**config.mk**
```make
export PLATFORM = sky130hd
export DESIGN_NAME = shpd_delay
export DESIGN_NICKNAME = d
export VERILOG_FILES = /design/src/rtl/core/shpd_delay.sv
export SDC_FILE = /design/constraint.sdc
export NUM_CORES = 1
export LEC_CHECK = 0
export BUFFER_PORTS_ARGS = -buffer_cell sky130_fd_sc_hd__buf_2
export CAP_MARGIN = 25
export CORE_MARGIN = 2
export CORE_UTILIZATION = 42
export DETAILED_ROUTE_END_ITERATION = 8
export GPL_ROUTABILITY_DRIVEN = 0
export HOLD_SLACK_MARGIN = 0.15
export PLACE_DENSITY = 0.83
export SYNTH_ARGS = -nofsm -noshare
export SYNTH_HDL_FRONTEND = slang
export SYNTH_SLANG_ARGS = --single-unit
```
**constraint.sdc**
```tcl
create_clock -name i_clk -period 0.89 [get_ports i_clk]
set_clock_uncertainty 0.1 [all_clocks]
set_input_delay 0.089 -clock i_clk [delete_from_list [all_inputs] [get_ports i_clk]]
set_output_delay 0.089 -clock i_clk [all_outputs]
set_load 0.02 [all_outputs]
```
**src/rtl/core/shpd_delay.sv**
```systemverilog
// Enabled shift-register delay line used to align pipeline branches.
module shpd_delay #(
    parameter int WIDTH = 32,
    parameter int DEPTH = 1
) (
    input  logic             i_clk,
    input  logic             i_en,
    input  logic [WIDTH-1:0] i_data,
    output logic [WIDTH-1:0] o_data
);

    if (DEPTH == 0) begin : g_none
        assign o_data = i_data;
    end else begin : g_line
        logic [WIDTH-1:0] r_sr [DEPTH];

        always_ff @(posedge i_clk) begin
            if (i_en) begin
                r_sr[0] <= i_data;
                for (int i = 1; i < DEPTH; i++) begin
                    r_sr[i] <= r_sr[i-1];
                end
            end
        end

        assign o_data = r_sr[DEPTH-1];
    end

endmodule

```
==> run summary, run 1 <==
- 92.12% — worst slew slack as a fraction of its limit
- 32 — count of hold buffers inserted by post-cts repair
- sky130_fd_sc_hd__edfxtp_1 — CP max-delay cell
- 18.8% — part of the power in combinational logic
- 1 — synth unique cells
- 0.1181 ns — slew at the pin closest to its max-slew limit
- 51.83 um — Die Height
- flip-flops — gate family responsible for the most delay along the worst path
- 66 — IO Pins
- 15 — count of routing violations after the opening detailed-route iteration
- 94.01% — area grow syn2layout
- sky130_fd_sc_hd__edfxtp_1 (100%) — synth top area cells
- sky130_fd_sc_hd__edfxtp_1 — predominant post-synthesis flop cell
- flip-flop — startpoint class of the critical path
- met2 — GR peak layer
- 0 — number of antenna violations at the first check in global routing
- 0 — Final Hold Vio Count
- 1 — Max FO, Critical Path
- 100.0% — portion of synthesized cell area occupied by the leading cell type
- 6.322% — Global Route met3 Usage
- 2191 sq um — Core Region
- 2 — Max Buffers Root-to-Sink
- setup timing — failing checks
- 0% — post-synthesis async set-or-reset flop share
- true — setup repair after global routing missed its margin
- 32 — number of flip-flops under the largest register name
- 103 — FILL cells
- 22 — pin count of the biggest net entering global routing
- 0.41 ns — Worst path max stage delay
- 59.1% — Flop pwr share
- 65 — number of port buffers
- 2.389 mW — cell internal power dissipation
- sky130_fd_sc_hd__edfxtp_1 (32) — Post-synth top cells
- sky130_fd_sc_hd__clkbuf_4 — Root Driver
- 0 — total overflow reported by the global router
- 938.8 MHz — Achievable Freq
- -0.1752 ns — worst path setup slack after routing
- 51.83 um — die width
- 52.17% — ratio of cells with drive above 1 in the final layout
- 0.7940 nW — static leakage
- 0 — Remaining DRCs
- 0.7226 mW — net switching power of the design
- 0 — setup fix buffers added after clock tree synthesis
- primary input to flip-flop — type of the tightest min-delay check
- 17.16% — total global routing track utilization
- 1202 uV — maximum vdd drop
- primary output — kind of capture point of the worst setup path
- sky130_fd_sc_hd__edfxtp_1 — cell type with the largest total area after synthesis
- 100.0% — part of the Yosys area used for sequential elements
- buf_6 — critical path, cell by cell
- 17 — row cnt
- 119.7% — share of the cycle needed by the critical path after routing
- sky130_fd_sc_hd__edfxtp_1 — most instantiated library cell after synthesis
- 32.91% — met2 track demand over resource in global routing
- 0 — number of diodes added for antenna fixing
- 0.08692 ns — dpl ws
- 0 — remaining antenna violation count
- 0.70 ns — data required time at the worst endpoint
- 5 — total clock buffers created by CTS
- 30.03 sq um — average cell area after synthesis
- 32 — number of enable flip-flop cells after synthesis
- 172 — number of nets in the finished design
- g_line.r_sr — register with the most flip-flops
- 3 — drt pass-1 iters
- 727 — number of global-route vias before repair
- 0 — multi-input gates
- 0 — number of warnings printed during yosys synthesis
- flip-flop to primary output — Crit Path Category
- 43.86% — initial core utilization
- 2686 sq um — overall die area
- 85.09% — utilization after layout
- 15.62% — met1 routing resource usage after global routing
- 66 — Synthesized Nets
- 23.22% — switching part of the total
- 1 — WP buf/inv
- 730 — overall via count from detail_route
- 2 — deepest level of the CTS H-tree
- 32 — number of setup violations in the final report
- yes — TritonCTS clock tree
- 1669 nW/um^2 — power per cell area
- finished, violations left — status
- 0.09 ns — CTS clk-pin slew, worst paths
- 22.2% — Clock Power Share
- 1.065 ns — Period minus WS final
- 4.398 — vias per cell
- 3070 um — wire length of the first global-routing pass
- 0.88 ns — critical path data arrival time
- 32 — synthesized instance count
- 0 sq um — total area of multi-input combinational cells
- 960.9 sq um — area of the mapped netlist
- 32 — flops & latches, synth
- 0 — max-capacitance violation count
- 2394 um — total wire length after detailed routing
- 14.42 um — post-detailed-route wirelength per cell
- 0 — pins over their slew limit
- 32 — CTS sink cnt
- g_line.r_sr x32 — largest registers
-- worst paths after layout --
kind / startpoint / end / slack [ns] / cells after the start
worst max-delay path: g_line.r_sr[0][30] / o_data[30] / -0.18 / 1
worst min-delay path: i_en / g_line.r_sr[0][13] / 0.08 / 2
-- cell type report --
cell class	instances	area (sq um)	area share, %
Tap cell	28	35.03	1.879
Sequential cell	32	960.9	51.54
Timing Repair Buffer	99	823.3	44.16
Clock inverter	2	7.507	0.4027
Clock buffer	5	37.54	2.013
-- stage by stage --
step / hold WS (ns) / setup TNS [ns] / power [mW] / cell area (sq um) / cells
after floorplan: 0.08787 / 0 / 2.012 / 960.9 / 32
after global placement: 0.1661 / 0 / 2.217 / 1361 / 127
after detailed placement: 0.1671 / 0 / 2.228 / 1361 / 127
after CTS: 0.07261 / -4.715 / 3.032 / 1758 / 166
after global routing: 0.07456 / -5.694 / 3.236 / 1864 / 166
final: 0.08258 / -4.479 / 3.112 / 1864 / 166
-- power groups by stage --
stage | registers [mW] | clock network, mW | logic (mW)
final | 1.84 | 0.690 | 0.584
after global routing | 1.85 | 0.774 | 0.615
after CTS | 1.82 | 0.705 | 0.508
after detailed placement | 1.85 | 0 | 0.380
after global placement | 1.84 | 0 | 0.372
after floorplan | 2.01 | 0 | 0
-- logic make-up (layout without fill, tap and decap cells) --
kind of cell	after synthesis	after routing	share of synthesized area, %
buffers and inverters	0	106	0
DFF	32	32	100.0
-- what timing repair did --
item	4_1_cts	5_1_grt
hold endpoints to repair	64	32
endpoints found under the setup margin	32	32
resized for setup	10	34
-- metal layers --
metal  vias up  routed length [um]
li1        345                   -
met1       347                 751
met2        36                1494
met3         2                 137
met4         0                  11
met5         -                   0
-- layout by cell type, fill, tap and decap left out, drive strengths merged --
cell         count
clkinv           2
edfxtp          32
dlygate4sd3     32
clkbuf           5
buf             67
Note: power is estimated with default switching activity, not from simulation.
==> run 2, diff against run 1 <==
--- a/config.mk
+++ b/config.mk
@@ -13,6 +13,7 @@
 export GPL_ROUTABILITY_DRIVEN = 0
 export HOLD_SLACK_MARGIN = 0.15
 export PLACE_DENSITY = 0.83
+export SETUP_SLACK_MARGIN = 0.3
 export SYNTH_ARGS = -nofsm -noshare
 export SYNTH_HDL_FRONTEND = slang
 export SYNTH_SLANG_ARGS = --single-unit
==> run 2 against run 1 <==
The run ends with hold timing, setup timing left; count of clock-buffer cells in the layout unchanged; first-iteration DRC count is 47% lower; die area unchanged; utilization fell by 15 points; sequential share of layout area increased by 11 points; cell count fell by 19%; largest power group unchanged; flip-flop and latch count is the same; cell area decreased by 18%.
==> run summary, run 2 (synthesis results as in run 1) <==
- 43.86% — initial core utilization
- flip-flop to primary output — Crit Path Category
- 958.3 MHz — Achievable Freq
- 140 — number of nets in the finished design
- yes — TritonCTS clock tree
- finished, violations left — status
- 1.044 ns — Period minus WS final
- 569 — overall via count from detail_route
- g_line.r_sr x32 — largest registers
- 0 — Remaining DRCs
- 92.48% — worst slew slack as a fraction of its limit
- flip-flop — startpoint class of the critical path
- 8 — count of routing violations after the opening detailed-route iteration
- 0 — number of diodes added for antenna fixing
- 60.03% — area grow syn2layout
- 0 sq um — total area of multi-input combinational cells
- 2 — deepest level of the CTS H-tree
- 1153 uV — maximum vdd drop
- true — setup repair after global routing missed its margin
- 5 — total clock buffers created by CTS
- buf_6 — critical path, cell by cell
- 0.41 ns — Worst path max stage delay
- g_line.r_sr — register with the most flip-flops
- 66 — IO Pins
- 51.83 um — Die Height
- 0.70 ns — data required time at the worst endpoint
- 0.6583 nW — static leakage
- 1 — WP buf/inv
- 17 — row cnt
- 2191 sq um — Core Region
- hold timing, setup timing — failing checks
- 2.967 mW — post-route total power
- i_data[3] — hold path startpoint
- primary input to flip-flop — type of the tightest min-delay check
- 0 — max-capacitance violation count
- 32 — Final Hold Vio Count
- flip-flops — gate family responsible for the most delay along the worst path
- 0 — total overflow reported by the global router
- 960.9 sq um — storage element area
- sky130_fd_sc_hd__buf_2 — most common cell after layout, fill and taps aside
- 0.1128 ns — slew at the pin closest to its max-slew limit
- sky130_fd_sc_hd__buf_2 (44), sky130_fd_sc_hd__edfxtp_1 (32), sky130_fd_sc_hd__buf_6 (21) — most frequent cells in the layout
- 4 — drt pass-1 iters
- sky130_fd_sc_hd__clkbuf_4 — Root Driver
- 2 — Max Buffers Root-to-Sink
- 0 — multi-input gates
- -0.1535 ns — worst path setup slack after routing
- 13.01% — total global routing track utilization
- 12.50 um — post-detailed-route wirelength per cell
- 0 — pins over their slew limit
- 32 — number of flip-flops under the largest register name
- 2304 um — wire length of the first global-routing pass
- 51.83 um — die width
- 70.19% — utilization after layout
- 22 — pin count of the biggest net entering global routing
- 0 — setup fix buffers added after clock tree synthesis
- 2686 sq um — overall die area
- 0 — number of antenna violations at the first check in global routing
- 537 — number of global-route vias before repair
- 1675 um — total wire length after detailed routing
- g_line.r_sr[0][3] — hold worst-path end
- sky130_fd_sc_hd__edfxtp_1 — CP max-delay cell
- 0.85 ns — critical path data arrival time
- -0.1474 ns — final hold slack
- 65 — number of port buffers
- 1 — Max FO, Critical Path
- 0.09 ns — CTS clk-pin slew, worst paths
- 117.2% — share of the cycle needed by the critical path after routing
- 32 — number of setup violations in the final report
- 1 — Cells on Worst Hold Path
- 32 — CTS sink cnt
- 67.92% — ratio of cells with drive above 1 in the final layout
- 148 — FILL cells
- 4.246 — vias per cell
- 0 — remaining antenna violation count
- primary output — kind of capture point of the worst setup path
- 1929 nW/um^2 — power per cell area
[run 2: metal layers]
layer  vias to the layer above  global-route usage, %  wire (um)
met5                         -                      0          0
met4                         0                  7.895         10
met3                         2                  5.747        151
met2                        35                  22.57        953
met1                       256                  12.40        559
li1                        276                      -          -
[run 2: how the worst max path moves through the flow]
stage,cells after the start,start,slack [ns],end
floorplan,0,g_line.r_sr[0][0],0.25,o_data[0]
global placement,2,i_en,0.09,g_line.r_sr[0][21]
detailed placement,2,i_en,0.09,g_line.r_sr[0][5]
CTS,1,g_line.r_sr[0][20],-0.17,o_data[20]
global route,1,g_line.r_sr[0][3],-0.21,o_data[3]
finish,1,g_line.r_sr[0][24],-0.15,o_data[24]
[run 2: cell type report]
class                   count  share of cell area [%]
flip-flops and latches     32                   62.49
repair buffers             67                   32.30
clock buffers               5                   2.441
well taps                  28                   2.278
clock inverters             2                  0.4882
[run 2: repair_timing]
action	CTS	global route
gates cloned	0	0
setup endpoints to repair	32	32
hold endpoints to repair	64	64
resized for setup	10	32
[run 2: power breakdown]
group | leakage [nW] | switching [mW] | internal, mW
clock | 0.0261 | 0.399 | 0.275
combinational | 0.319 | 0.233 | 0.228
sequential | 0.313 | 0.0426 | 1.79
[run 2: per-stage QoR]
stage	instance area (sq um)	worst slack (ns)	TNS [ns]	std cells	hold WS (ns)
after CTS	1438	-0.1750	-4.715	134	-0.1647
final	1538	-0.1535	-4.149	134	-0.1474
after floorplan	960.9	0.2515	0	32	0.08787
after global routing	1538	-0.2055	-5.671	134	-0.1707
after detailed placement	1361	0.08692	0	127	0.1671
after global placement	1361	0.09395	0	127	0.1661
