==> src/rtl/core/shpd_pkg.sv <==
// Shared types, register codes and constants for the ship heading plant derivative core.
package shpd_pkg;

    // Configuration port
    localparam int CFG_ADDR_W = 5;

    typedef enum logic [2:0] {
        REG_RUDDER_GAIN       = 3'd0,
        REG_YAW_TIME_CONSTANT = 3'd1,
        REG_WAVE_AMPLITUDE    = 3'd2,
        REG_WAVE_FREQUENCY    = 3'd3,
        REG_RUDDER_LIMIT      = 3'd4,
        REG_RUDDER_RATE_LIMIT = 3'd5,
        REG_SERVO_LAG         = 3'd6
    } t_reg_idx;

    // Register reset values
    localparam logic signed [31:0] RST_RUDDER_GAIN       = 32'sd3355443;
    localparam logic [30:0]        RST_YAW_TIME_CONSTANT = 31'd335544320;
    localparam logic signed [31:0] RST_WAVE_AMPLITUDE    = 32'sd33554;
    localparam logic [30:0]        RST_WAVE_FREQUENCY    = 31'd8388608;
    localparam logic [30:0]        RST_RUDDER_LIMIT      = 31'd10249201;
    localparam logic [30:0]        RST_RUDDER_RATE_LIMIT = 31'd879126;
    localparam logic [30:0]        RST_SERVO_LAG         = 31'd33554432;

    // Phase arithmetic: Q.40 product, reduced modulo 2*pi, folded in Q.30
    localparam int               PHASE_W    = 63;
    localparam int               MOD_STEPS  = 21;
    localparam logic [62:0]      TWO_PI_Q40 = 63'h6487ED5110B;
    localparam logic [32:0]      PI_Q30      = 33'h0C90FDAA2;
    localparam logic [32:0]      HALF_PI_Q30 = 33'h06487ED51;

    // Divider widths
    localparam int DEN_W     = 31;
    localparam int YAW_NUM_W = 63;
    localparam int RUD_NUM_W = 56;

    typedef struct packed {
        logic signed [31:0] yaw_rate;
        logic signed [31:0] rudder_angle;
        logic signed [31:0] rudder_command;
        logic [31:0]        sim_time;
    } t_in;

    typedef struct packed {
        logic signed [31:0] heading_rate;
        logic signed [31:0] yaw_accel;
        logic signed [31:0] rudder_rate;
    } t_out;

    typedef struct packed {
        logic signed [31:0] rudder_gain;
        logic [30:0]        yaw_time_constant;
        logic signed [31:0] wave_amplitude;
        logic [30:0]        wave_frequency;
        logic [30:0]        rudder_limit;
        logic [30:0]        rudder_rate_limit;
        logic [30:0]        servo_lag;
    } t_cfg;

endpackage

==> src/rtl/core/shpd_cfg.sv <==
// APB register block holding the plant coefficients.
module shpd_cfg
    import shpd_pkg::*;
(
    input  logic                  i_clk,
    input  logic                  i_rst_n,
    input  logic                  psel,
    input  logic                  penable,
    input  logic                  pwrite,
    input  logic [CFG_ADDR_W-1:0] paddr,
    input  logic [31:0]           pwdata,
    output logic [31:0]           prdata,
    output logic                  pready,
    output t_cfg                  o_cfg
);

    t_cfg     r_cfg;
    t_reg_idx w_idx;
    logic     w_wr;

    assign w_idx  = t_reg_idx'(paddr[CFG_ADDR_W-1:2]);
    assign w_wr   = psel && penable && pwrite;
    assign pready = 1'b1;
    assign o_cfg  = r_cfg;

    // register writes
    always_ff @(posedge i_clk) begin
        if (!i_rst_n) begin
            r_cfg.rudder_gain       <= RST_RUDDER_GAIN;
            r_cfg.yaw_time_constant <= RST_YAW_TIME_CONSTANT;
            r_cfg.wave_amplitude    <= RST_WAVE_AMPLITUDE;
            r_cfg.wave_frequency    <= RST_WAVE_FREQUENCY;
            r_cfg.rudder_limit      <= RST_RUDDER_LIMIT;
            r_cfg.rudder_rate_limit <= RST_RUDDER_RATE_LIMIT;
            r_cfg.servo_lag         <= RST_SERVO_LAG;
        end else if (w_wr) begin
            unique case (w_idx)
                REG_RUDDER_GAIN:       r_cfg.rudder_gain       <= pwdata;
                REG_YAW_TIME_CONSTANT: r_cfg.yaw_time_constant <= pwdata[30:0];
                REG_WAVE_AMPLITUDE:    r_cfg.wave_amplitude    <= pwdata;
                REG_WAVE_FREQUENCY:    r_cfg.wave_frequency    <= pwdata[30:0];
                REG_RUDDER_LIMIT:      r_cfg.rudder_limit      <= pwdata[30:0];
                REG_RUDDER_RATE_LIMIT: r_cfg.rudder_rate_limit <= pwdata[30:0];
                REG_SERVO_LAG:         r_cfg.servo_lag         <= pwdata[30:0];
                default: ;
            endcase
        end
    end

    // read-back
    always_comb begin
        unique case (w_idx)
            REG_RUDDER_GAIN:       prdata = r_cfg.rudder_gain;
            REG_YAW_TIME_CONSTANT: prdata = {1'b0, r_cfg.yaw_time_constant};
            REG_WAVE_AMPLITUDE:    prdata = r_cfg.wave_amplitude;
            REG_WAVE_FREQUENCY:    prdata = {1'b0, r_cfg.wave_frequency};
            REG_RUDDER_LIMIT:      prdata = {1'b0, r_cfg.rudder_limit};
            REG_RUDDER_RATE_LIMIT: prdata = {1'b0, r_cfg.rudder_rate_limit};
            REG_SERVO_LAG:         prdata = {1'b0, r_cfg.servo_lag};
            default:               prdata = '0;
        endcase
    end

endmodule

==> config.mk <==
export PLATFORM = sky130hd
export DESIGN_NAME = shpd_cfg
export DESIGN_NICKNAME = d
export VERILOG_FILES = /design/src/rtl/core/shpd_pkg.sv /design/src/rtl/core/shpd_cfg.sv
export SDC_FILE = /design/constraint.sdc
export NUM_CORES = 1
export LEC_CHECK = 0
export ABC_AREA = 1
export BUFFER_PORTS_ARGS = -buffer_cell sky130_fd_sc_hd__clkbuf_2
export CAP_MARGIN = 20
export CELL_PAD_IN_SITES_DETAIL_PLACEMENT = 0
export CELL_PAD_IN_SITES_GLOBAL_PLACEMENT = 2
export CORE_MARGIN = 2
export CORE_UTILIZATION = 29
export DETAILED_ROUTE_END_ITERATION = 10
export GPL_TIMING_DRIVEN = 0
export PLACE_DENSITY = 0.93
export SYNTH_ARGS = -nofsm -noshare
export SYNTH_HDL_FRONTEND = slang
export SYNTH_SLANG_ARGS = --single-unit
==> constraint.sdc <==
create_clock -name i_clk -period 2.5 [get_ports i_clk]
set_clock_uncertainty 0.2 [all_clocks]
set_input_delay 0.25 -clock i_clk [delete_from_list [all_inputs] [get_ports i_clk]]
set_output_delay 0.25 -clock i_clk [all_outputs]
set_load 0.005 [all_outputs]
==> results of run 1 <==
worst paths after layout:
path                     startpoint                 endpoint  slack [ps]
min                        paddr[4]  o_cfg[116]$_SDFFE_PN1P_          10
min reg2reg  o_cfg[69]$_SDFFE_PN1P_   o_cfg[69]$_SDFFE_PN1P_         290
max                        paddr[2]               prdata[25]         100
max reg2reg  o_cfg[25]$_SDFFE_PN1P_   o_cfg[25]$_SDFFE_PN1P_        1110
report_power, final:
part | total (uW) | internal (uW) | switching (uW)
registers | 3580 | 3540 | 47.6
logic | 884 | 256 | 628
clock network | 3960 | 2440 | 1520
total | 8430 | 6230 | 2200
worst register-to-register path, delay by kind of cell, from the launching register on:
kind	cells	cell delay, ps
simple gates	1	80
compound gates	1	90
buf+inv	1	570
flops	1	340
through the flow:
step           instance area (um2)  power (uW)   util
6_report                     13800        8430  0.380
5_1_grt                      13800        8680  0.380
4_1_cts                      13800        8440  0.380
3_5_place_dp                 12700        4490  0.348
3_3_place_gp                 12700        4490  0.348
2_1_floorplan                10700        4090      -
logic make-up (layout without fill, tap and decap cells):
group / count (synthesis) / in the layout / synth area share
compound gates: 12 / 12 / 0.00563
buf+inv: 197 / 556 / 0.0871
flops: 219 / 219 / 0.411
other cells: 1 / 1 / 0.000352
simple gates: 1255 / 1255 / 0.496
area by class of cell:
type,count,share of cell area
clock buffer,35,0.0530
timing repair buffer,316,0.124
clock inverter,8,0.0101
buffer,130,0.0487
inverter,67,0.0184
sequential,219,0.317
tap,468,0.0423
multi-input combinational,1268,0.386
metal layers:
| metal | track usage | wire length [um] | up-vias |
|---|---|---|---|
| met5 | 0 | 0 | - |
| met4 | 0.0665 | 1200 | 0 |
| met3 | 0.0502 | 4540 | 68 |
| met2 | 0.432 | 24000 | 534 |
| met1 | 0.357 | 22600 | 5653 |
| li1 | - | - | 6004 |
Yosys cell counts, types with 4 or more instances:
library cell and n:
buf_1 13, buf_2 44, buf_4 21, buf_6 7, clkbuf_1 45, dfxtp_1 219, inv_1 63, nand2_1 498
nand3_1 203, nand4_1 93, nor2_1 445, nor2_2 6, nor2_4 4, o21ai_0 12
repair_timing:
| item | 4_1_cts | 5_1_grt |
|---|---|---|
| hold buffers | 28 | 0 |
| setup endpoints to repair | 0 | 0 |
| endpoints found under the hold margin | 55 | 0 |
| resized for setup | 0 | 0 |
==> results.md, run 1 <==
- Clock Sinks: 219
- Largest register FFs: 219
- Die height: 196 um
- CP delay by family, top: buffers and inverters
- Nets: 2069
- CTS tree: yes
- CTS max path bufs: 3
- Final ANT Viol Nets: 0
- Placed cells: 2440
- Syn Nets: 1726
- Final setup violating endpoints: 0
- Ports: 294
- Arrival @ worst endpoint: 1950 ps
- Yosys top cell area share: 0.411
- Synth area leader: dfxtp_1
- Synth top area cells: dfxtp_1, nand2_1, nor2_1
- #FFs+latches synth: 219
- Num CTS Buffers: 25
- Largest net degree at the start of global routing: 13
- Hold Path Cell Cnt: 5
- Die Footprint: 38300 um2
- Worst vdd ir: 0.000544 V
- Detailed Routing Iterations Pass 1: 5
- Final HPWL DP: 41.2 mm
- Worst min path class: input port to flip-flop
- Register area: 4380 um2
- Fraction of layout cells with a size suffix above 1: 0.206
- Non-Filler Instances: 2511
- Reg2reg path depth: 3
- Crit-path slowest cell: clkbuf_1
- Synth warn: 0
- Status: finished, final reports clean
- Worst path max stage delay: 600 ps
- Hold Vio Cnt, Final: 0
- Post-place setup slack: 128 ps
- GPL Wtd Cong: 0.922
- Max-slew violations: 0
- H-tree Lvls: 1
- Sequential fraction of the synthesis area: 0.411
- Diodes inserted: 0
- Total Wirelength: 52.4 mm
- Avg Inst Size Synth: 6.33 um2
- Vias in the first global route: 11000
- Synth unique cells: 20
- Tot GR Track Use: 0.263
- Power per cell area: 609 nW/um2
- Startpoint types: input port
- DR vias: 12300
- Commonest non-fill, non-tap cell in the layout: nand2_1
- Die X: 196 um
- Clk slew on worst S/H paths: 60 ps
- Port Buf Inserts: 288
- Area of the multi-input gates: 5350 um2
- Slew margin rel.: 0.479
- Layout area overhead: 29.8%
- Achievable frequency: 416 MHz
- Mapped Cells: 1684
- First-pass GRT wire length: 74.5 mm
- Fill cells: 4042
- Maxcap violations: 0
- Initial core utilization: 0.293
- Row Count: 70
- RSZ-0062 raised after global routing: false
- Commonest non-fill, non-tap cells in the layout: nand2_1, nor2_1, clkbuf_2
- Post-CTS Setup Bufs: 0
- Top_reg_cell synth: dfxtp_1
- Worst setup EP type: output pin
- Worst path depth: 9
- Min Tclk post-route: 2400 ps
- Fin Setup TNS: 0 ps
- CP Max Fanout: 10
- Congestion Overflow GR: 0
- Worst path bufs/invs: 4
- Initial antenna violation count: 0
- Mapped Area: 10700 um2
- Initial DRC count: 1273
- Critical path class: input port to output pin
- Worst-Skew Late Latency: 530 ps
- WHS: 14.0 ps
- Final period utilization: 0.962
- Pleak: 0.00675 uW
- Root buffer cell: clkbuf_16
- Async S/R FF share, synth: 0
- Worst path cell trace: clkbuf_2 > buf_4 > nor2_8 > clkbuf_1 > nand3_1 > nand2_1 > nor2_1 > nand2_1 > clkbuf_2
- Core footprint: 36400 um2
- Final worst slack: 95.6 ps
- CP required: 2050 ps
- Worst Tran Pin Value: 781 ps
- Via density: 4.88
- Drt wl/cell: 20.9 um
- Post-synth EDFFs: 0
- DRC violations left: 0
Power figures use the tool's default switching activity.
==> run 2, diff against run 1 <==
--- a/config.mk
+++ b/config.mk
@@ -5,16 +5,16 @@
 export SDC_FILE = /design/constraint.sdc
 export NUM_CORES = 1
 export LEC_CHECK = 0
-export ABC_AREA = 1
 export BUFFER_PORTS_ARGS = -buffer_cell sky130_fd_sc_hd__clkbuf_2
 export CAP_MARGIN = 20
 export CELL_PAD_IN_SITES_DETAIL_PLACEMENT = 0
 export CELL_PAD_IN_SITES_GLOBAL_PLACEMENT = 2
 export CORE_MARGIN = 2
-export CORE_UTILIZATION = 29
+export CORE_UTILIZATION = 33
 export DETAILED_ROUTE_END_ITERATION = 10
 export GPL_TIMING_DRIVEN = 0
-export PLACE_DENSITY = 0.93
+export MAX_ROUTING_LAYER = met4
+export PLACE_DENSITY = 0.92
 export SYNTH_ARGS = -nofsm -noshare
 export SYNTH_HDL_FRONTEND = slang
 export SYNTH_SLANG_ARGS = --single-unit
==> results.md, run 2 <==
- Combinational Power Share: 0.092 (-0.013)
- Fill cells: 3038 (-25%)
- WHS: 9.70 ps (-4.29 ps)
- H-tree Lvls: 1 (unchanged)
- Worst-Skew Late Latency: 510 ps (-20 ps)
- CP Max Fanout: 10 (unchanged)
- Worst Tran Pin Value: 1070 ps (+287 ps)
- Final period utilization: 0.982 (+0.0198)
- Pwr Total: 8020 uW (-4.8%)
- Reg2reg path depth: 2 (-1)
- Final HPWL DP: 31.5 mm (-24%)
- Worst path max stage delay: 410 ps (-190 ps)
- Worst path cell trace: buf_2 > buf_2 > clkbuf_2 > buf_2 > o211ai_1 > clkbuf_2
- Final ANT Viol Nets: 0 (unchanged)
- Final setup violating endpoints: 0 (unchanged)
- Clk slew on worst S/H paths: 60 ps (about the same)
- Layout area overhead: 31.2%
- Post-place setup slack: -173 ps (-300 ps)
- Mapped Cells: 1020 (-39%)
- Initial core utilization: 0.334 (+0.0416)
- Top_reg_cell synth: dfxtp_1
- Die Footprint: 31300 um2 (-18%)
- Mapped Area: 9880 um2 (-7.3%)
- Max-slew violations: 0 (unchanged)
- CTS max path bufs: 3 (unchanged)
- Worst setup EP type: output pin
- Ports: 294 (unchanged)
- Synth area leader: dfxtp_1
- Largest register FFs: 219 (unchanged)
- Maxcap violations: 0 (unchanged)
- Hold Vio Cnt, Final: 0 (unchanged)
- Commonest non-fill, non-tap cell in the layout: clkbuf_2
- Vias in the first global route: 9150 (-17%)
- Synth unique cells: 34 (+70%)
- Sw frac: 0.251 (-0.0102)
- Arrival @ worst endpoint: 2000 ps (+50 ps)
- Internal power: 6010 uW (-3.5%)
- Diodes inserted: 0 (unchanged)
- Top-count cell post-synth: mux2i_1
- Root buffer cell: clkbuf_16
- Row Count: 63 (-10%)
- CTS tree: yes
- Critical path class: input port to output pin
- Worst vdd ir: 0.000416 V (-24%)
- GPL Wtd Cong: 0.858 (-7.0%)
- Commonest non-fill, non-tap cells in the layout: clkbuf_2, mux2i_1, nand2_1
- Die height: 177 um (-9.6%)
- RSZ-0062 raised after global routing: false
- Fraction of layout cells with a size suffix above 1: 0.300 (+0.0942)
- Sequential fraction of the synthesis area: 0.444 (+0.0326)
- Drt wl/cell: 24.7 um (+18%)
- Achievable frequency: 408 MHz (-2.0%)
- DRC violations left: 0 (unchanged)
- Total Wirelength: 43.7 mm (-17%)
- Port Buf Inserts: 287 (-0.35%)
- Via density: 5.28 (+8.1%)
- Synth warn: 0 (unchanged)
- Pleak: 0.00604 uW (-11%)
- Largest net degree at the start of global routing: 13 (unchanged)
- Yosys top cell area share: 0.444 (+0.0326)
- Crit-path slowest cell: clkbuf_2
- Worst min path class: input port to flip-flop
- Syn Nets: 1062 (-38%)
- Synth top area cells: dfxtp_1, mux2i_1, nand2_1
- Slew margin rel.: 0.288 (-0.192)
- CP required: 2050 ps (about the same)
- Synth cell count leaders: mux2i_1, nand2_1, dfxtp_1, o211ai_1, inv_1
- Psw: 2010 uW (-8.5%)
- Tot GR Track Use: 0.278 (+0.0150)
- Nets: 1407 (-32%)
- Async S/R FF share, synth: 0 (unchanged)
- Most used cell, CP: buf_2
- Area of the multi-input gates: 4830 um2 (-9.6%)
- Num CTS Buffers: 25 (unchanged)
- Initial DRC count: 802 (-37%)
- Non-Filler Instances: 1771 (-29%)
- Fin Setup TNS: 0 ps (unchanged)
- Final worst slack: 46.0 ps (-49.6 ps)
- Detailed Routing Iterations Pass 1: 5 (unchanged)
- #FFs+latches synth: 219 (unchanged)
- Min Tclk post-route: 2450 ps (+49.6 ps)
- Hold Path Cell Cnt: 3 (-2)
- Placed cells: 1697 (-30%)
- Register area: 4380 um2 (unchanged)
- Post-synth EDFFs: 0 (unchanged)
- Clock Sinks: 219 (unchanged)
- First-pass GRT wire length: 61.9 mm (-17%)
- DR vias: 9348 (-24%)
- Register share of total power: 0.442 (+0.017)
- Congestion Overflow GR: 0 (unchanged)
- Die X: 177 um (-9.6%)
- Clk pwr share: 0.466 (-0.004)
- Initial antenna violation count: 0 (unchanged)
- Core footprint: 29600 um2 (-19%)
- Status: finished, final reports clean
- Avg Inst Size Synth: 9.68 um2 (+53%)
- Startpoint types: input port
- Power per cell area: 619 nW/um2 (+1.7%)
## run 2: cell count changes after synthesis, moves of 12 or more
cell / change
nand4_1: -92
o21ai_0: +18
o221a_2: +19
mux2i_1: +248
a221oi_1: +19
buf_2: -23
o211ai_1: +50
nor2_1: -441
mux2_2: +12
nand2_1: -278
nand3_1: -192
inv_1: -14
## run 2: critical path, delay by kind of cell
family	cells	cell delay, ps
buffers and inverters	5	1520
AOI/OAI and AO/OA	1	210
## run 2: final cells by class
| class | instances | share of cell area |
|---|---|---|
| Buffer | 90 | 0.0377 |
| Clock buffer | 36 | 0.0569 |
| Tap cell | 390 | 0.0376 |
| Timing Repair Buffer | 319 | 0.136 |
| Inverter | 49 | 0.0142 |
| Multi-Input combinational cell | 661 | 0.373 |
| Sequential cell | 219 | 0.338 |
| Clock inverter | 7 | 0.00695 |
## run 2: worst paths after layout
kind / start / endpoint / slack, ps
worst max-delay path: paddr[4] / prdata[9] / 50
worst min-delay path: paddr[4] / o_cfg[25]$_SDFFE_PN1P_ / 10
worst max register to register: o_cfg[25]$_SDFFE_PN1P_ / o_cfg[25]$_SDFFE_PN1P_ / 1530
worst min register to register: o_cfg[166]$_SDFFE_PN0P_ / o_cfg[166]$_SDFFE_PN0P_ / 270
## run 2: cell families (layout without fill, tap and decap cells)
group / Yosys count / after routing / share of synthesized area
mux: 261 / 261 / 0.267
simple gates: 256 / 256 / 0.107
flops: 219 / 219 / 0.444
compound gates: 143 / 143 / 0.114
buf+inv: 140 / 501 / 0.0680
other cells: 1 / 1 / 0.000380
## run 2: routing by layer
layer  vias to the layer above  track usage  wire [um]
met5                         -            -          0
met4                         0       0.0658        942
met3                        53       0.0363       2840
met2                       401        0.454      20800
met1                      4632        0.367      19100
li1                       4262            -          -
## run 2: metrics by stage
stage	area, um2	utilization
2_1_floorplan	9880	-
3_3_place_gp	11800	0.399
3_5_place_dp	11800	0.399
4_1_cts	13000	0.438
5_1_grt	13000	0.438
6_report	13000	0.438
## run 2: power by group through the flow
stage | Sequential, uW | Combinational (uW) | Clock, uW
2_1_floorplan | 3620 | 357 | 0
3_3_place_gp | 3620 | 680 | 0
3_5_place_dp | 3630 | 682 | 0
4_1_cts | 3550 | 727 | 3770
5_1_grt | 3550 | 775 | 3900
6_report | 3550 | 736 | 3740
## run 2: what timing repair did
item,CTS,global route
buffers inserted,0,0
resized for setup,3,5
endpoints found under the hold margin,219,0
pin swaps,0,0
setup endpoints to repair,20,13
hold buffers,32,0
==> run 3, diff against run 2 <==
--- a/config.mk
+++ b/config.mk
@@ -10,11 +10,11 @@
 export CELL_PAD_IN_SITES_DETAIL_PLACEMENT = 0
 export CELL_PAD_IN_SITES_GLOBAL_PLACEMENT = 2
 export CORE_MARGIN = 2
-export CORE_UTILIZATION = 33
+export CORE_UTILIZATION = 31
 export DETAILED_ROUTE_END_ITERATION = 10
 export GPL_TIMING_DRIVEN = 0
 export MAX_ROUTING_LAYER = met4
-export PLACE_DENSITY = 0.92
+export PLACE_DENSITY = 0.91
 export SYNTH_ARGS = -nofsm -noshare
 export SYNTH_HDL_FRONTEND = slang
 export SYNTH_SLANG_ARGS = --single-unit
==> constraint.sdc (replaced) <==
create_clock -name i_clk -period 2.3 [get_ports i_clk]
set_clock_uncertainty 0.2 [all_clocks]
set_input_delay 0.23 -clock i_clk [delete_from_list [all_inputs] [get_ports i_clk]]
set_output_delay 0.23 -clock i_clk [all_outputs]
set_load 0.005 [all_outputs]
==> results.md, run 3 (same netlist as run 2, synthesis figures left out) <==
- GPL Wtd Cong: 0.861 (+0.44%)
- Crit-path slowest cell: nor2b_1
- Tot GR Track Use: 0.266 (-0.0125)
- Critical path class: input port to output pin
- Worst path bufs/invs: 4 (-1)
- Die Footprint: 33300 um2 (+6.3%)
- Commonest non-fill, non-tap cell in the layout: clkbuf_2
- Most used cell, CP: clkbuf_2
- Row Count: 65 (+3.2%)
- Core footprint: 31500 um2 (+6.5%)
- Commonest non-fill, non-tap cells in the layout: clkbuf_2, mux2i_1, nand2_1
- Metal3 WL: 2.92 mm (+2.9%)
- Port Buf Inserts: 287 (unchanged)
- Root buffer cell: clkbuf_16
- Maxcap violations: 0 (unchanged)
- Via density: 5.26 (-0.26%)
- Nets: 1409 (+0.14%)
- Worst Tran Pin Value: 1040 ps (-28.9 ps)
- Worst path max stage delay: 410 ps (about the same)
- CP required: 1870 ps (-180 ps)
- Pwr Total: 8700 uW (+8.4%)
- Drt wl/cell: 25.1 um (+1.7%)
- Pleak: 0.00605 uW (+0.25%)
- DRC violations left: 0 (unchanged)
- Worst path cell trace: clkbuf_2 > buf_4 > nor2b_1 > clkbuf_2 > a32oi_1 > o211ai_1 > clkbuf_2
- Final ANT Viol Nets: 0 (unchanged)
- Num CTS Buffers: 25 (unchanged)
- Diodes inserted: 0 (unchanged)
- CTS tree: yes
- Slew margin rel.: 0.307 (+0.0193)
- DR top layer: met4
- RSZ-0062 raised after global routing: true
- Initial DRC count: 739 (-7.9%)
- First-pass GRT wire length: 62.4 mm (+0.85%)
- CP delay by family, top: buffers and inverters
- Worst-Skew Late Latency: 530 ps (+20 ps)
- Clk slew on worst S/H paths: 60 ps (about the same)
- Final HPWL DP: 32.1 mm (+1.9%)
- Die X: 182 um (+3.1%)
- CP Max Fanout: 10 (unchanged)
- Die height: 182 um (+3.1%)
- Total Wirelength: 44.8 mm (+2.7%)
- Power per cell area: 670 nW/um2 (+8.2%)
- Final setup violating endpoints: 0 (unchanged)
- Ports: 294 (unchanged)
- Startpoint types: input port
- Fraction of layout cells with a size suffix above 1: 0.301 (+0.00130)
- Initial core utilization: 0.314 (-0.0203)
- Min Tclk post-route: 2280 ps
- Layout area overhead: 31.5%
- DR vias: 9408 (+0.64%)
- Status: finished, final reports clean
- Largest net degree at the start of global routing: 13 (unchanged)
- Max-slew violations: 0 (unchanged)
- Achievable frequency: 438 MHz
- Worst setup EP type: output pin
- Arrival @ worst endpoint: 1850 ps (-150 ps)
- WL met1: 20.0 mm (+4.8%)
- Fin Setup TNS: 0 ps (unchanged)
- Worst min path class: input port to flip-flop
- CTS max path bufs: 3 (unchanged)
- Met2 WL: 20.9 mm (+0.29%)
- Initial antenna violation count: 0 (unchanged)
- Final period utilization: 0.992
- Vias in the first global route: 9018 (-1.4%)
- Fill cells: 3223 (+6.1%)
- WHS: 17.6 ps (+7.90 ps)
- H-tree Lvls: 1 (unchanged)
- Detailed Routing Iterations Pass 1: 5 (unchanged)
- Hold Vio Cnt, Final: 0 (unchanged)
- Largest register FFs: 219 (unchanged)
- Clock Sinks: 219 (unchanged)
- Worst vdd ir: 0.000482 V (+16%)
- Congestion Overflow GR: 0 (unchanged)
==> run 3: changes by cell type in the layout (fill, tap and decap cells not counted), moves of 2 or more <==
cell / previous run / this run
buf_2: 21 / 17
buf_4: 19 / 21
clkbuf_2: 291 / 293
clkbuf_4: 1 / 5
clkbuf_8: 7 / 4
clkinv_2: 3 / 6
==> run 3: repair_timing <==
action,in CTS,in global routing
hold buffers,33,0
resized for setup,12,6
setup endpoints to repair,32,9
setup buffers,0,0
endpoints found under the hold margin,219,0
==> run 3: metal layers <==
layer / global-route usage / vias to the layer above
met2: 0.429 / 390
met1: 0.345 / 4681
met5: - / -
li1: - / 4284
met4: 0.0677 / 0
met3: 0.0477 / 53
==> run 3: layout make-up <==
cell class | instances | area (um2) | area share
plain buffers | 91 | 519 | 0.0400
flip-flops and latches | 219 | 4380 | 0.337
clock buffers | 35 | 703 | 0.0541
clock inverters | 10 | 106 | 0.00819
repair buffers | 320 | 1770 | 0.136
well taps | 402 | 503 | 0.0387
inverters | 49 | 184 | 0.0142
multi-input cells | 661 | 4830 | 0.371
==> run 3: worst min-delay path, cell delays in order <==
cell and delay [ps]:
buf_2 200, nor3_2 130, mux2i_1 130
==> run 3: path summary, 6_finish.rpt <==
path	start	endpoint	slack, ps	cells past startpoint
setup reg to reg	o_cfg[25]$_SDFFE_PN1P_	o_cfg[25]$_SDFFE_PN1P_	810	3
hold reg to reg	o_cfg[120]$_SDFFE_PN0P_	o_cfg[120]$_SDFFE_PN0P_	270	2
hold / removal	paddr[4]	o_cfg[186]$_SDFFE_PN0P_	20	3
setup / recovery	paddr[2]	prdata[21]	20	7
==> run 3: per-stage QoR <==
| step | utilization | setup slack [ps] | instance area (um2) | instances |
|---|---|---|---|---|
| floorplan | - | 631 | 9880 | 1020 |
| finish | 0.413 | 18.6 | 13000 | 1787 |
| global placement | 0.375 | -365 | 11800 | 1709 |
| detailed placement | 0.375 | -384 | 11800 | 1709 |
| global route | 0.413 | -4.36 | 13000 | 1787 |
| CTS | 0.412 | 32.1 | 13000 | 1787 |
==> run 3: power by group <==
group / leakage [uW] / total (uW) / switching [uW] / internal (uW)
clock: 0.000400 / 4030 / 1680 / 2350
combinational: 0.00388 / 814 / 530 / 284
sequential: 0.00177 / 3860 / 31.3 / 3830
total: 0.00605 / 8700 / 2240 / 6460
